$ cat src/hw/rtl/pss_pkg.sv
// pss_pkg: widths, constants, state encoding and fixed-point helpers
// for the parameter slew smoother. No dependencies.
package pss_pkg;

   localparam int VALUE_W   = 24;
   localparam int TIME_W    = 32;
   localparam int RATE_W    = 40;
   localparam int DIFF_W    = VALUE_W + 1;
   localparam int NV_W      = RATE_W + 2;
   localparam int MUL_A_W   = 24;
   localparam int MUL_P_W   = MUL_A_W + TIME_W;
   localparam int ACC_W     = 72;
   localparam int DIV_NUM_W = 48;
   localparam int DIV_CNT_W = 6;
   localparam int CSR_IDX_W = 2;
   localparam int CSR_DAT_W = 32;

   localparam logic [TIME_W-1:0]    MIN_SMOOTH_TIME   = 32'd1311;
   localparam logic [VALUE_W-1:0]   MIN_DIFF          = 24'd7;
   localparam logic [TIME_W-1:0]    SMOOTH_TIME_RESET = 32'd65536;
   localparam logic [VALUE_W-1:0]   HALF_Q16          = 24'd32768;
   localparam logic signed [DIFF_W-1:0] D_UNIT        = 25'sd65536;
   localparam logic signed [NV_W-1:0]   NV_UNIT       = 42'sd65536;
   localparam logic signed [NV_W-1:0]   NV_LSB        = 42'sd1;
   localparam logic signed [NV_W-1:0]   NV_SAT_MAX    = 42'sd8388607;
   localparam logic signed [NV_W-1:0]   NV_SAT_MIN    = -42'sd8388608;
   localparam logic [DIV_CNT_W-1:0] RATE_DIV_ITERS    = 6'd48;
   localparam logic [DIV_CNT_W-1:0] STEP_DIV_ITERS    = 6'd24;

   localparam logic [CSR_IDX_W-1:0] CSR_SMOOTH_MODE = 2'd0;
   localparam logic [CSR_IDX_W-1:0] CSR_SMOOTH_TIME = 2'd1;
   localparam logic [CSR_IDX_W-1:0] CSR_CIRCULAR    = 2'd2;

   typedef enum logic [3:0] {
      ST_IDLE,
      ST_PREP,
      ST_RWAIT,
      ST_STEP,
      ST_MUL0,
      ST_MUL1,
      ST_MUL2,
      ST_EGO,
      ST_EWAIT,
      ST_APPLY,
      ST_DONE
   } pss_state_type;

   typedef struct packed {
      logic                 start;
      logic [DIV_CNT_W-1:0] iters;
      logic [TIME_W-1:0]    rem_init;
      logic [DIV_NUM_W-1:0] num;
      logic [TIME_W-1:0]    divisor;
   } pss_div_cmd_type;

   function automatic logic [VALUE_W-1:0] pss_mag(input logic signed [DIFF_W-1:0] d);
      logic [DIFF_W-1:0] t;
      t = d[DIFF_W-1] ? (~d + 25'd1) : d;
      return t[VALUE_W-1:0];
   endfunction

   // shorter way around the unit circle
   function automatic logic signed [DIFF_W-1:0] pss_shorten(
      input logic signed [DIFF_W-1:0] d,
      input logic                     circ);
      logic signed [DIFF_W-1:0] r;
      r = d;
      if (circ && (pss_mag(d) > HALF_Q16)) begin
         r = d[DIFF_W-1] ? (d + D_UNIT) : (d - D_UNIT);
      end
      return r;
   endfunction

   function automatic logic [VALUE_W-1:0] pss_wrap(input logic signed [NV_W-1:0] v);
      logic signed [NV_W-1:0] t;
      logic [16:0]            r;
      logic [VALUE_W-1:0]     res;
      t = v - NV_LSB;
      r = {1'b0, t[15:0]} + 17'd1;
      if (v > NV_UNIT) begin
         res = {7'b0, r};
      end else if (v[NV_W-1]) begin
         res = {8'b0, v[15:0]};
      end else begin
         res = v[VALUE_W-1:0];
      end
      return res;
   endfunction

   function automatic logic [VALUE_W-1:0] pss_sat24(input logic signed [NV_W-1:0] v);
      logic [VALUE_W-1:0] res;
      if (v > NV_SAT_MAX) begin
         res = 24'h7FFFFF;
      end else if (v < NV_SAT_MIN) begin
         res = 24'h800000;
      end else begin
         res = v[VALUE_W-1:0];
      end
      return res;
   endfunction

endpackage

$ cat src/hw/rtl/pss_if.sv
// pss_if: request and response channel interfaces (valid/ready plus payload).
// Depends on pss_pkg for field widths.
interface pss_req_if;
   import pss_pkg::*;
   logic                      valid;
   logic                      ready;
   logic signed [VALUE_W-1:0] target;
   logic [TIME_W-1:0]         time_delta;
   logic                      snap;
   modport source (output valid, target, time_delta, snap, input ready);
   modport sink (input valid, target, time_delta, snap, output ready);
endinterface

interface pss_rsp_if;
   import pss_pkg::*;
   logic                      valid;
   logic                      ready;
   logic signed [VALUE_W-1:0] value;
   logic                      settled;
   modport source (output valid, value, settled, input ready);
   modport sink (input valid, value, settled, output ready);
endinterface

$ cat src/hw/rtl/pss_divider.sv
// pss_divider: shared restoring divider, one quotient bit per cycle.
// Used for the ramp rate and the exponential step. Depends on pss_pkg.
module pss_divider (
   input  logic                              clock,
   input  logic                              reset,
   input  pss_pkg::pss_div_cmd_type          cmd,
   output logic                              done,
   output logic [pss_pkg::DIV_NUM_W-1:0]     quotient
);
   import pss_pkg::*;

   logic                 busy_ff, busy_in;
   logic                 done_ff, done_in;
   logic [DIV_CNT_W-1:0] cnt_ff, cnt_in;
   logic [TIME_W-1:0]    rem_ff, rem_in;
   logic [TIME_W-1:0]    div_ff, div_in;
   logic [DIV_NUM_W-1:0] num_ff, num_in;
   logic [DIV_NUM_W-1:0] quo_ff, quo_in;
   logic [TIME_W:0]      trial;
   logic [TIME_W:0]      diff;
   logic                 ge;

   always_comb begin
      trial   = {rem_ff, num_ff[DIV_NUM_W-1]};
      diff    = trial - {1'b0, div_ff};
      ge      = (trial >= {1'b0, div_ff});
      busy_in = busy_ff;
      done_in = 1'b0;
      cnt_in  = cnt_ff;
      rem_in  = rem_ff;
      div_in  = div_ff;
      num_in  = num_ff;
      quo_in  = quo_ff;
      if (cmd.start) begin
         busy_in = 1'b1;
         cnt_in  = cmd.iters;
         rem_in  = cmd.rem_init;
         div_in  = cmd.divisor;
         num_in  = cmd.num;
         quo_in  = '0;
      end else if (busy_ff) begin
         rem_in = ge ? diff[TIME_W-1:0] : trial[TIME_W-1:0];
         quo_in = {quo_ff[DIV_NUM_W-2:0], ge};
         num_in = {num_ff[DIV_NUM_W-2:0], 1'b0};
         cnt_in = cnt_ff - 6'd1;
         if (cnt_ff == 6'd1) begin
            busy_in = 1'b0;
            done_in = 1'b1;
         end
      end
   end

   always_ff @(posedge clock) begin
      if (reset) begin
         busy_ff <= 1'b0;
         done_ff <= 1'b0;
         cnt_ff  <= '0;
      end else begin
         busy_ff <= busy_in;
         done_ff <= done_in;
         cnt_ff  <= cnt_in;
      end
      rem_ff <= rem_in;
      div_ff <= div_in;
      num_ff <= num_in;
      quo_ff <= quo_in;
   end

   assign done     = done_ff;
   assign quotient = quo_ff;

endmodule

$ cat src/hw/rtl/pss_mult.sv
// pss_mult: registered 24 x 32 unsigned multiplier, fed one operand slice
// per cycle by the sequencer. Depends on pss_pkg.
module pss_mult (
   input  logic                          clock,
   input  logic [pss_pkg::MUL_A_W-1:0]   a,
   input  logic [pss_pkg::TIME_W-1:0]    b,
   output logic [pss_pkg::MUL_P_W-1:0]   p
);
   import pss_pkg::*;

   logic [MUL_P_W-1:0] p_ff, p_in;

   always_comb begin
      p_in = {{TIME_W{1'b0}}, a} * {{MUL_A_W{1'b0}}, b};
   end

   always_ff @(posedge clock) begin
      p_ff <= p_in;
   end

   assign p = p_ff;

endmodule

$ cat src/hw/rtl/parameter_slew_smoother.sv
// parameter_slew_smoother: top level, sequencer and state of the slew smoother.
// Depends on pss_pkg, pss_if, pss_divider and pss_mult.
//
//   channel   dir  handshake             payload
//   req_ch    in   valid/ready           target, time_delta, snap
//   rsp_ch    out  valid/ready           value, settled
//   csr_*     in   csr_wr_en (no wait)   csr_index, csr_wr_data
//
// one request at a time: each passes the prep and step check states; a ramp rate
// recompute adds a pass of the serial divider (one quotient bit per cycle), a linear
// step a multiply (none at a zero rate), an exponential step a multiply and a divide.
// reset is synchronous and restores the state and control registers; datapath registers are not reset.
// a stalled response is held in the output register; the next request is
// accepted meanwhile and its result waits for the register to free.
module parameter_slew_smoother (
   input  logic                           clock,
   input  logic                           reset,
   pss_req_if.sink                        req_ch,
   pss_rsp_if.source                      rsp_ch,
   input  logic                           csr_wr_en,
   input  logic [pss_pkg::CSR_IDX_W-1:0]  csr_index,
   input  logic [pss_pkg::CSR_DAT_W-1:0]  csr_wr_data
);
   import pss_pkg::*;

   pss_state_type             state_ff, state_in;
   logic signed [VALUE_W-1:0] cur_ff, cur_in;
   logic signed [VALUE_W-1:0] held_ff, held_in;
   logic signed [RATE_W-1:0]  rate_ff, rate_in;
   logic                      stale_ff, stale_in;
   logic                      redo_ff, redo_in;
   logic                      mode_ff, mode_in;
   logic                      circ_ff, circ_in;
   logic [TIME_W-1:0]         stime_ff, stime_in;
   logic [TIME_W-1:0]         dt_ff, dt_in;
   logic [RATE_W-1:0]         m_ff, m_in;
   logic [ACC_W-1:0]          acc_ff, acc_in;
   logic [RATE_W-1:0]         step_ff, step_in;
   logic                      neg_ff, neg_in;
   logic                      rsp_valid_ff, rsp_valid_in;
   logic [VALUE_W-1:0]        rsp_value_ff, rsp_value_in;
   logic                      rsp_settled_ff, rsp_settled_in;

   pss_div_cmd_type           div_cmd;
   logic                      div_done;
   logic [DIV_NUM_W-1:0]      div_quo;
   logic [MUL_A_W-1:0]        mul_a;
   logic [MUL_P_W-1:0]        mul_p;

   logic [TIME_W-1:0]         hold;
   logic signed [DIFF_W-1:0]  d;
   logic signed [DIFF_W-1:0]  ds;
   logic [VALUE_W-1:0]        ad_raw;
   logic [VALUE_W-1:0]        ads;
   logic [RATE_W-1:0]         rate_mag;
   logic [RATE_W-1:0]         qn;
   logic [ACC_W-1:0]          sum;
   logic signed [NV_W-1:0]    cur_x;
   logic signed [NV_W-1:0]    held_x;
   logic signed [NV_W-1:0]    step_x;
   logic signed [NV_W-1:0]    nv;
   logic signed [NV_W-1:0]    nv_clamp;
   logic                      accept;
   logic                      rsp_load;

   pss_divider u_divider (
      .clock    (clock),
      .reset    (reset),
      .cmd      (div_cmd),
      .done     (div_done),
      .quotient (div_quo)
   );

   pss_mult u_mult (
      .clock (clock),
      .a     (mul_a),
      .b     (dt_ff),
      .p     (mul_p)
   );

   // shared arithmetic views of the held state
   always_comb begin
      hold     = mode_ff ? {3'b0, stime_ff[TIME_W-1:3]} : stime_ff;
      d        = {held_ff[VALUE_W-1], held_ff} - {cur_ff[VALUE_W-1], cur_ff};
      ds       = pss_shorten(d, circ_ff);
      ad_raw   = pss_mag(d);
      ads      = pss_mag(ds);
      rate_mag = rate_ff[RATE_W-1] ? (~rate_ff + 40'd1) : rate_ff;
      qn       = (div_quo[RATE_W-1:0] == '0) ? 40'd1 : div_quo[RATE_W-1:0];
      sum      = acc_ff + {mul_p[47:0], 24'b0};
      cur_x    = {{(NV_W-VALUE_W){cur_ff[VALUE_W-1]}}, cur_ff};
      held_x   = {{(NV_W-VALUE_W){held_ff[VALUE_W-1]}}, held_ff};
      step_x   = {2'b0, step_ff};
      nv       = neg_ff ? (cur_x - step_x) : (cur_x + step_x);
      nv_clamp = nv;
      if ((neg_ff && (nv < held_x)) || (!neg_ff && (nv > held_x))) begin
         nv_clamp = held_x;
      end
   end

   // configuration registers
   always_comb begin
      mode_in  = mode_ff;
      stime_in = stime_ff;
      circ_in  = circ_ff;
      if (csr_wr_en) begin
         case (csr_index)
            CSR_SMOOTH_MODE: mode_in  = csr_wr_data[0];
            CSR_SMOOTH_TIME: stime_in = csr_wr_data;
            CSR_CIRCULAR:    circ_in  = csr_wr_data[0];
            default:         mode_in  = mode_ff;
         endcase
      end
   end

   // sequencer
   always_comb begin
      accept          = req_ch.valid && (state_ff == ST_IDLE);
      rsp_load        = 1'b0;
      state_in        = state_ff;
      cur_in          = cur_ff;
      held_in         = held_ff;
      rate_in         = rate_ff;
      stale_in        = stale_ff;
      redo_in         = redo_ff;
      dt_in           = dt_ff;
      m_in            = m_ff;
      acc_in          = acc_ff;
      step_in         = step_ff;
      neg_in          = neg_ff;
      mul_a           = m_ff[MUL_A_W-1:0];
      div_cmd         = '0;
      div_cmd.divisor = stime_ff;

      if (csr_wr_en) begin
         case (csr_index)
            CSR_SMOOTH_MODE: stale_in = stale_ff | (csr_wr_data[0] != mode_ff);
            CSR_SMOOTH_TIME: stale_in = 1'b1;
            CSR_CIRCULAR:    stale_in = 1'b1;
            default:         stale_in = stale_ff;
         endcase
      end

      case (state_ff)
         ST_IDLE: begin
            if (accept) begin
               held_in  = req_ch.target;
               cur_in   = req_ch.snap ? req_ch.target : cur_ff;
               dt_in    = req_ch.time_delta;
               redo_in  = stale_ff || req_ch.snap || (req_ch.target != held_ff);
               state_in = ST_PREP;
            end
         end
         ST_PREP: begin
            stale_in = 1'b0;
            state_in = ST_STEP;
            if (redo_ff) begin
               rate_in = '0;
               if ((stime_ff > MIN_SMOOTH_TIME) && (ad_raw > MIN_DIFF) && (ads != '0)) begin
                  div_cmd.start    = 1'b1;
                  div_cmd.iters    = RATE_DIV_ITERS;
                  div_cmd.rem_init = '0;
                  div_cmd.num      = {ads, 24'b0};
                  div_cmd.divisor  = stime_ff;
                  state_in         = ST_RWAIT;
               end
            end
         end
         ST_RWAIT: begin
            if (div_done) begin
               rate_in  = ds[DIFF_W-1] ? (~qn + 40'd1) : qn;
               state_in = ST_STEP;
            end
         end
         ST_STEP: begin
            if ((dt_ff == '0) || (held_ff == cur_ff)) begin
               state_in = ST_DONE;
            end else if (dt_ff >= hold) begin
               cur_in   = held_ff;
               state_in = ST_DONE;
            end else if (mode_ff) begin
               m_in     = {16'b0, ads};
               neg_in   = ds[DIFF_W-1];
               state_in = ST_MUL0;
            end else if (rate_ff == '0) begin
               // zero rate lands on the target
               step_in  = {16'b0, ad_raw};
               neg_in   = d[DIFF_W-1];
               state_in = ST_APPLY;
            end else begin
               m_in     = rate_mag;
               neg_in   = rate_ff[RATE_W-1];
               state_in = ST_MUL0;
            end
         end
         ST_MUL0: begin
            mul_a    = m_ff[MUL_A_W-1:0];
            state_in = ST_MUL1;
         end
         ST_MUL1: begin
            mul_a    = {8'b0, m_ff[RATE_W-1:MUL_A_W]};
            acc_in   = {16'b0, mul_p};
            state_in = ST_MUL2;
         end
         ST_MUL2: begin
            if (mode_ff) begin
               acc_in   = sum;
               state_in = ST_EGO;
            end else begin
               // step saturates at all ones when the product exceeds 64 bits
               step_in  = (sum[ACC_W-1:64] != '0) ? '1 : sum[63:24];
               state_in = ST_APPLY;
            end
         end
         ST_EGO: begin
            div_cmd.start    = 1'b1;
            div_cmd.iters    = STEP_DIV_ITERS;
            div_cmd.rem_init = acc_ff[55:24];
            div_cmd.num      = {acc_ff[23:0], 24'b0};
            div_cmd.divisor  = hold;
            state_in         = ST_EWAIT;
         end
         ST_EWAIT: begin
            if (div_done) begin
               step_in  = {16'b0, div_quo[VALUE_W-1:0]};
               state_in = ST_APPLY;
            end
         end
         ST_APPLY: begin
            if (circ_ff) begin
               cur_in = pss_wrap(nv);
            end else if (mode_ff) begin
               cur_in = pss_sat24(nv);
            end else begin
               cur_in = pss_sat24(nv_clamp);
            end
            state_in = ST_DONE;
         end
         ST_DONE: begin
            if (!rsp_valid_ff || rsp_ch.ready) begin
               rsp_load = 1'b1;
               state_in = ST_IDLE;
            end
         end
         default: begin
            state_in = ST_IDLE;
         end
      endcase

      rsp_valid_in   = rsp_valid_ff && !rsp_ch.ready;
      rsp_value_in   = rsp_value_ff;
      rsp_settled_in = rsp_settled_ff;
      if (rsp_load) begin
         rsp_valid_in   = 1'b1;
         rsp_value_in   = cur_ff;
         rsp_settled_in = (cur_ff == held_ff);
      end
   end

   always_ff @(posedge clock) begin
      if (reset) begin
         state_ff     <= ST_IDLE;
         cur_ff       <= '0;
         held_ff      <= '0;
         rate_ff      <= '0;
         stale_ff     <= 1'b1;
         redo_ff      <= 1'b0;
         mode_ff      <= 1'b0;
         circ_ff      <= 1'b0;
         stime_ff     <= SMOOTH_TIME_RESET;
         rsp_valid_ff <= 1'b0;
      end else begin
         state_ff     <= state_in;
         cur_ff       <= cur_in;
         held_ff      <= held_in;
         rate_ff      <= rate_in;
         stale_ff     <= stale_in;
         redo_ff      <= redo_in;
         mode_ff      <= mode_in;
         circ_ff      <= circ_in;
         stime_ff     <= stime_in;
         rsp_valid_ff <= rsp_valid_in;
      end
      dt_ff          <= dt_in;
      m_ff           <= m_in;
      acc_ff         <= acc_in;
      step_ff        <= step_in;
      neg_ff         <= neg_in;
      rsp_value_ff   <= rsp_value_in;
      rsp_settled_ff <= rsp_settled_in;
   end

   assign req_ch.ready   = (state_ff == ST_IDLE);
   assign rsp_ch.valid   = rsp_valid_ff;
   assign rsp_ch.value   = rsp_value_ff;
   assign rsp_ch.settled = rsp_settled_ff;

endmodule
$ cat src/flat_wrapper.sv
// flat-port wrapper written by rule: the top's interface ports become plain ports
module parameter_slew_smoother_flat import pss_pkg::*;
  (clock, reset, csr_wr_en, csr_index, csr_wr_data, req_ch_valid, req_ch_target, req_ch_time_delta, req_ch_snap, req_ch_ready, rsp_ch_valid, rsp_ch_value, rsp_ch_settled, rsp_ch_ready);
  pss_req_if req_ch_i ();
  pss_rsp_if rsp_ch_i ();
  input  logic clock;
  input  logic reset;
  input  logic csr_wr_en;
  input  logic [pss_pkg::CSR_IDX_W-1:0] csr_index;
  input  logic [pss_pkg::CSR_DAT_W-1:0] csr_wr_data;
  input wire logic [$bits(req_ch_i.valid)-1:0] req_ch_valid;
  input wire logic [$bits(req_ch_i.target)-1:0] req_ch_target;
  input wire logic [$bits(req_ch_i.time_delta)-1:0] req_ch_time_delta;
  input wire logic [$bits(req_ch_i.snap)-1:0] req_ch_snap;
  output wire logic [$bits(req_ch_i.ready)-1:0] req_ch_ready;
  output wire logic [$bits(rsp_ch_i.valid)-1:0] rsp_ch_valid;
  output wire logic [$bits(rsp_ch_i.value)-1:0] rsp_ch_value;
  output wire logic [$bits(rsp_ch_i.settled)-1:0] rsp_ch_settled;
  input wire logic [$bits(rsp_ch_i.ready)-1:0] rsp_ch_ready;
  assign req_ch_i.valid = req_ch_valid;
  assign req_ch_i.target = req_ch_target;
  assign req_ch_i.time_delta = req_ch_time_delta;
  assign req_ch_i.snap = req_ch_snap;
  assign req_ch_ready = req_ch_i.ready;
  assign rsp_ch_valid = rsp_ch_i.valid;
  assign rsp_ch_value = rsp_ch_i.value;
  assign rsp_ch_settled = rsp_ch_i.settled;
  assign rsp_ch_i.ready = rsp_ch_ready;
  parameter_slew_smoother u_core (.clock(clock), .reset(reset), .req_ch(req_ch_i), .rsp_ch(rsp_ch_i), .csr_wr_en(csr_wr_en), .csr_index(csr_index), .csr_wr_data(csr_wr_data));
endmodule
$ cat config.mk
export PLATFORM = sky130hd
export DESIGN_NAME = parameter_slew_smoother_flat
export DESIGN_NICKNAME = d
export VERILOG_FILES = /design/src/hw/rtl/pss_pkg.sv /design/src/hw/rtl/pss_if.sv /design/src/hw/rtl/pss_divider.sv /design/src/hw/rtl/pss_mult.sv /design/src/hw/rtl/parameter_slew_smoother.sv /design/src/flat_wrapper.sv
export SDC_FILE = /design/constraint.sdc
export NUM_CORES = 2
export LEC_CHECK = 0
export ABC_AREA = 1
export BUFFER_PORTS_ARGS = -buffer_cell sky130_fd_sc_hd__buf_2
export CORE_UTILIZATION = 45
export DETAILED_ROUTE_END_ITERATION = 12
export GPL_TIMING_DRIVEN = 0
export SYNTH_ARGS = -nofsm -noshare
export SYNTH_HDL_FRONTEND = slang
export SYNTH_SLANG_ARGS = --single-unit
$ cat constraint.sdc
create_clock -name clock -period 15.7 [get_ports clock]
set_clock_uncertainty 0.05 [all_clocks]
set_input_delay 1.57 -clock clock [delete_from_list [all_inputs] [get_ports clock]]
set_output_delay 1.57 -clock clock [all_outputs]
set_load 0.01 [all_outputs]
**After elaboration in Yosys (flattened, before gate mapping)**

Cells that the tools add are included.

- Multiplexer cells: 73
- Bitwise logic cells: 8
- Shift operators: 0
- Div/mod/pow operators: 0
- Order comparisons: 12
- Add/subtract/negate cells: 14
- Reductions and logical operators: 43
- Equal/unequal tests: 31
- $mul: 1

Operators with widths:

| cell | count |
|---|---|
| $mux 40 | 13 |
| $mux 24 | 16 |
| $mux 119 | 2 |
| $pmux 119 s2 | 1 |
| $pmux 72 s2 | 1 |
| $mux 32 | 4 |
| $pmux 40 s3 | 1 |
| $mux 48 | 2 |
| $gt 42x24->1 const B | 2 |
| $lt 42x24->1 const B | 2 |
| $mux 42 | 2 |
| $add 40x1->40 const B | 2 |
| $logic_not 40->1 | 2 |
| $not 40->40 | 2 |
| $pmux 40 s2 | 1 |
| $add 72x72->72 | 1 |
| $mux 72 | 1 |
| $pmux 24 s3 | 1 |
| $mul 24x32->56 | 1 |
| $mux 25 | 2 |
| $add 24x1->24 const B | 2 |
| $eq 24x24->1 | 2 |
| $not 24->24 | 2 |
| $pmux 4 s11 | 1 |
| other kinds (51) | 116 |

- Flip-flop bits (word level): 555
- ROM bits: 0
- Memories kept: 0
- Memory bits (writable): 0
- Bits of input ports: 96
- Output and inout bits: 27
- Bits in latches: 0
- Word-level logic and storage cells: 208

**Depth between registers and ports, before layout**

- Depth in word-level cells: 16
- Depth in mapped cells: 52
- Gate-level depth less buffers: 51

**Modules after synthesis**

Synthesis repeated with hierarchy kept, for this count alone.

- Cell total of the unflattened synthesis: 9507
- Area total of the unflattened synthesis: 67023.0 µm²

By module, submodules not included:

| module | times used | cells an instance | sequential area each (µm²) | area each (µm²) |
|---|---|---|---|---|
| parameter_slew_smoother | 1 | 4496 | 8888.5 | 29797.3 |
| pss_mult | 1 | 3776 | 1121.1 | 27849.2 |
| pss_divider | 1 | 1235 | 4484.3 | 9376.5 |

**Worst setup path before layout**

OpenSTA, ideal clock, no wires.

- Kind: register -> register
- From: register u_core.mode_ff
- To: register u_core.step_ff[0] (enable)
- Path slack: 5916 ps
- Path buffers: 2
- Stages on the path, launching flop included: 23
- Data required time: 14998 ps
- Arrival time: 9082 ps
- Library setup time: 652 ps
- Clock period less this slack: 9784 ps
- Path through: dfxtp_1 clkbuf_1 buf_1 nand2_1 o21ai_0 ha_1 inv_1 nand2_1 a21oi_1 o21ai_0 a21oi_1 o21bai_1 a21oi_1 nor2_1 o21ai_0 a21oi_1 nor3_1 o221ai_1 a21oi_1 o21ai_0 nor2_1 nor2_1 a2111oi_0

- Word-level cells in the longest chain between the ends: 4
- Elaborated cells on any way between the ends: 6
- Classes of those cells: 1 x order compare; 3 x eq/ne; 1 x mux; 1 x reduce/logical

RTL lines:

| item | line | text |
|---|---|---|
| from (decl) | parameter_slew_smoother.sv:32 | `logic mode_ff, mode_in;` |
| from (signal assigned) | parameter_slew_smoother.sv:279 | `mode_ff <= mode_in;` |
| $mux 32 | parameter_slew_smoother.sv:83 | `hold = mode_ff ? {3'b0, stime_ff[TIME_W-1:3]} : stime_ff;` |
| $ge 32x32->1 | parameter_slew_smoother.sv:178 | `end else if (dt_ff >= hold) begin` |
| $ne 2x2->1 (no source line) | - |  |
| $reduce_and 7->1 (no source line) (*) | - |  |
| to (signal assigned) | parameter_slew_smoother.sv:287 | `step_ff <= step_in;` |
| to (decl) | parameter_slew_smoother.sv:38 | `logic [RATE_W-1:0] step_ff, step_in;` |

Every way passes the cells marked *; elsewhere a longest branch is shown, timed or not.
A chain may end at the register's enable or synchronous reset.

**Final worst setup path**

- From: register u_core.state_ff[2]
- To: register u_core.u_mult.p_ff[55] (netlist: u_core.u_mult.p[55])

- Word-level cells in the longest chain between the ends: 3

RTL lines:

| item | line | text |
|---|---|---|
| from (decl) | parameter_slew_smoother.sv:26 | `pss_state_type state_ff, state_in;` |
| from (signal assigned) | parameter_slew_smoother.sv:273 | `state_ff <= state_in;` |
| $eq 4x3->1 | parameter_slew_smoother.sv:144 | `case (state_ff)` |
| $mux 24 | parameter_slew_smoother.sv:144 |  |
| $mul 24x32->56 | pss_mult.sv:14 | `p_in = {{TIME_W{1'b0}}, a} * {{MUL_A_W{1'b0}}, b};` |
| net u_core.u_mult.p_in[55] | pss_mult.sv:11 | `logic [MUL_P_W-1:0] p_ff, p_in;` |
| to (signal assigned) | pss_mult.sv:18 | `p_ff <= p_in;` |
| to (decl) | pss_mult.sv:11 |  |

The timed path passes the listed nets, and every way through them passes these cells.

==> impl_metrics.py <==
metrics = {
    "outcome": {
        "status": "complete, but fails checks",
        "failed_checks": "capacitance limit",
    },
    "clock_network": {
        "postCtsResizedCells": 0,
        "clk_pin_slew_ps": 70,
        "tritoncts": "done",
        "postCtsSetupBuffers": 0,
        "cts_root_buf": "clkbuf_16",
        "clockBufferDepth": 3,
        "clock_sinks": 531,
        "htreeDepth": 2,
        "cts_hold_buf": 0,
        "clk_latency_ps": 720,
        "cts_made_buffers": 61,
    },
    "logic_synthesis": {
        "ys_seq_elements": 531,
        "syn_area_per_cell_um2": 7.75,
        "yosysSeqAreaShare_pct": 22.6,
        "synth_flop_cell": "edfxtp_1",
        "syn_area_um2": 60300,
        "synthCells": 7778,
        "synth_edf_count": 298,
        "synthDistinctLibCells": 65,
        "synth.yosys.warnings": 0,
        "async_flop_share_pct": 0,
        "synth_nets": 8954,
    },
    "timing": {
        "worst_pin_slew_ps": 1490,
        "final_hold_viol_count": 0,
        "relSlewSlack_pct": 0.367,
        "finalCriticalPeriod_ps": 12040,
        "fin_crit_sh_pct": 76.7,
        "final_max_slew_viol_count": 0,
        "setup_viol": 0,
        "tns_ps": 0,
        "fin_hold_ws_ps": 443,
        "rsz0062_at_grt": "no",
        "max_freq_mhz": 83.1,
    },
    "layout": {
        "final_common_cell": "nand2_1",
        "final_nets": 9154,
        "final_cell_mix": "nand2_1, inv_1, nor2_1, fa_1, a21oi_1",
        "finalNonFillerCells": 9788,
        "drive_gt1_share_pct": 5.30,
        "area_growth_pct": 8.36,
    },
    "die": {
        "initial_core_util_pct": 45.6,
        "io_pins": 123,
        "rows": 133,
        "die-height_um": 368,
        "core-area_um2": 132000,
        "die-area_um2": 135000,
        "dieWidth_um": 368,
    },
    "worst_hold_path": {
        "hold_depth": 2,
        "min-delay-start": "u_core.rate_ff[27]",
        "holdPathEnd": "u_core.rate_ff[27]",
        "hold_path_class": "reg -> reg",
    },
    "critical_path": {
        "endpoint_kind": "flop",
        "arrival_ps": 12570,
        "slowest_delay_ps": 790,
        "cp_slowest_cell": "clkbuf_2",
        "ff2ff_setup_slack_ps": 3660,
        "r2r_cells": 35,
        "cp-start-kind": "flop",
        "reg2reg_from": "u_core.state_ff[2]",
        "critical_path_peak_fanout": 33,
        "required_ps": 16230,
        "crit_type": "reg -> reg",
        "r2r_end": "u_core.u_mult.p[55]",
    },
    "place": {
        "port_buffers": 121,
        "place_hpwl_mm": 190,
        "globalplace.congestion": 1.00,
        "dp_cells": 9670,
    },
    "grt": {
        "grt_max_degree": 57,
        "grt-ovfl-total": 0,
        "grt_pass1_vias": 52900,
        "grt_pass1_wl_mm": 335,
        "grt_use_total_pct": 33.0,
        "antenna_found_initial": 9,
    },
    "drt": {
        "drc": 0,
        "wl_per_cell_um": 23.0,
        "routed_via_density": 5.59,
        "via_count": 54700,
        "routed_wl_mm": 225,
        "postRouteAntennaNets": 0,
        "firstDrtPassIters": 7,
        "first_iter_violations": 5408,
    },
    "run": {
        "cap_violations": 1,
    },
}
-- layer usage --
metal	up-vias	global-route usage, %	wire length, um
met4	4	10.8	8490
met2	2302	51.7	100000
met3	379	5.24	19400
met5	-	0	25
li1	25100	-	-
met1	26900	46.5	97100
-- per-stage QoR --
stage	cell area (um2)	util, %	setup WS, ps
after floorplan	60300	-	5920
after global placement	63100	47.7	754
after detailed placement	63300	47.9	3900
after CTS	65300	49.4	3920
after global routing	65300	49.4	3000
final	65300	49.4	3660
-- cell type report --
type                    instances  area [um2]
fillers                     13300       66800
diodes                          2        5.00
clock inverters                45         372
clock buffers                  71        1640
plain buffers                 302        1270
flip-flops and latches        531       13600
well taps                    1755        2200
repair buffers                137         785
multi-input cells            5633       40500
inverters                    1312        4920
-- cell usage after synthesis, drive strengths merged, types with 5 or more instances --
cell type     n  area share (%)
nand4        97             1.0
or2          32            0.33
o21bai       17            0.21
nand3b       14            0.17
o31ai        10            0.12
buf          35            0.44
xnor2       110             1.6
fa          663              22
nand2      1914              12
o211ai       65             1.0
inv        1308             8.1
xor2        156             2.3
dfxtp       233             7.7
a21boi       13            0.16
a21oi       469             3.9
a221oi       26            0.38
o21ai       455             3.8
o21a         23            0.29
edfxtp      298              15
nand3       183             1.6
a31oi        25            0.26
nor3         76            0.65
ha          417             8.7
clkbuf      267             1.7
and3          5           0.052
o221ai        7            0.10
a211oi       50            0.91
nor2        727             4.6
a21o         12            0.15
nor4         34            0.35
-- critical path, delay by kind of cell (launching register included) --
kind                       cells  cell delay (ps)
AOI/OAI and AO/OA             13             3760
adders and majority gates      8             4010
xor gates and xnor gates       1              180
buffers and inverters          9             2320
and+or+nand+nor                4             1250
DFF                            1              350
-- worst max-delay path by stage --
stage / startpoint / to / slack, ps / depth (start not counted)
2_1_floorplan: u_core.mode_ff / u_core.step_ff[0] / 5920 / 22
3_3_place_gp: u_core.mode_ff / u_core.step_ff[35] / 750 / 22
3_5_place_dp: u_core.state_ff[2] / u_core.u_mult.p[55] / 3900 / 37
4_1_cts: u_core.state_ff[2] / u_core.u_mult.p[55] / 3920 / 37
5_1_grt: u_core.state_ff[2] / u_core.u_mult.p[55] / 3000 / 37
6_report: u_core.state_ff[2] / u_core.u_mult.p[55] / 3660 / 35
-- logic make-up (layout without fill, tap and decap cells) --
group / Yosys count / in the layout / synth area share, %
simple gates: 3094 / 3094 / 21.0
buf+inv: 1614 / 1867 / 10.3
compound gates: 1193 / 1193 / 11.6
fa+ha+maj: 1080 / 1080 / 30.7
flops: 531 / 531 / 22.6
xor+xnor: 266 / 266 / 3.89
other cells: 0 / 2 / 0
-- registers in the layout, summed over array words and instances, names as in the netlist, 4 cells and up --
| register | cells |
|---|---|
| u_core.step_ff | 40 |
| u_core.rsp_ch.value | 24 |
| u_core.u_divider.cnt_ff | 6 |
| u_core.state_ff | 4 |
| u_core.acc_ff | 72 |
| u_core.u_divider.quotient | 40 |
| u_core.stime_ff | 32 |
| u_core.u_divider.div_ff | 32 |
| u_core.cur_ff | 24 |
| u_core.m_ff | 40 |
| u_core.u_divider.num_ff | 24 |
| u_core.u_divider.rem_ff | 32 |
| u_core.rate_ff | 40 |
| u_core.u_mult.p | 56 |
| u_core.dt_ff | 32 |
| u_core.held_ff | 24 |
Power is left out: the tool's default activity adds up to more than one toggle a clock period on the data nets, which glitch-free logic cannot reach.
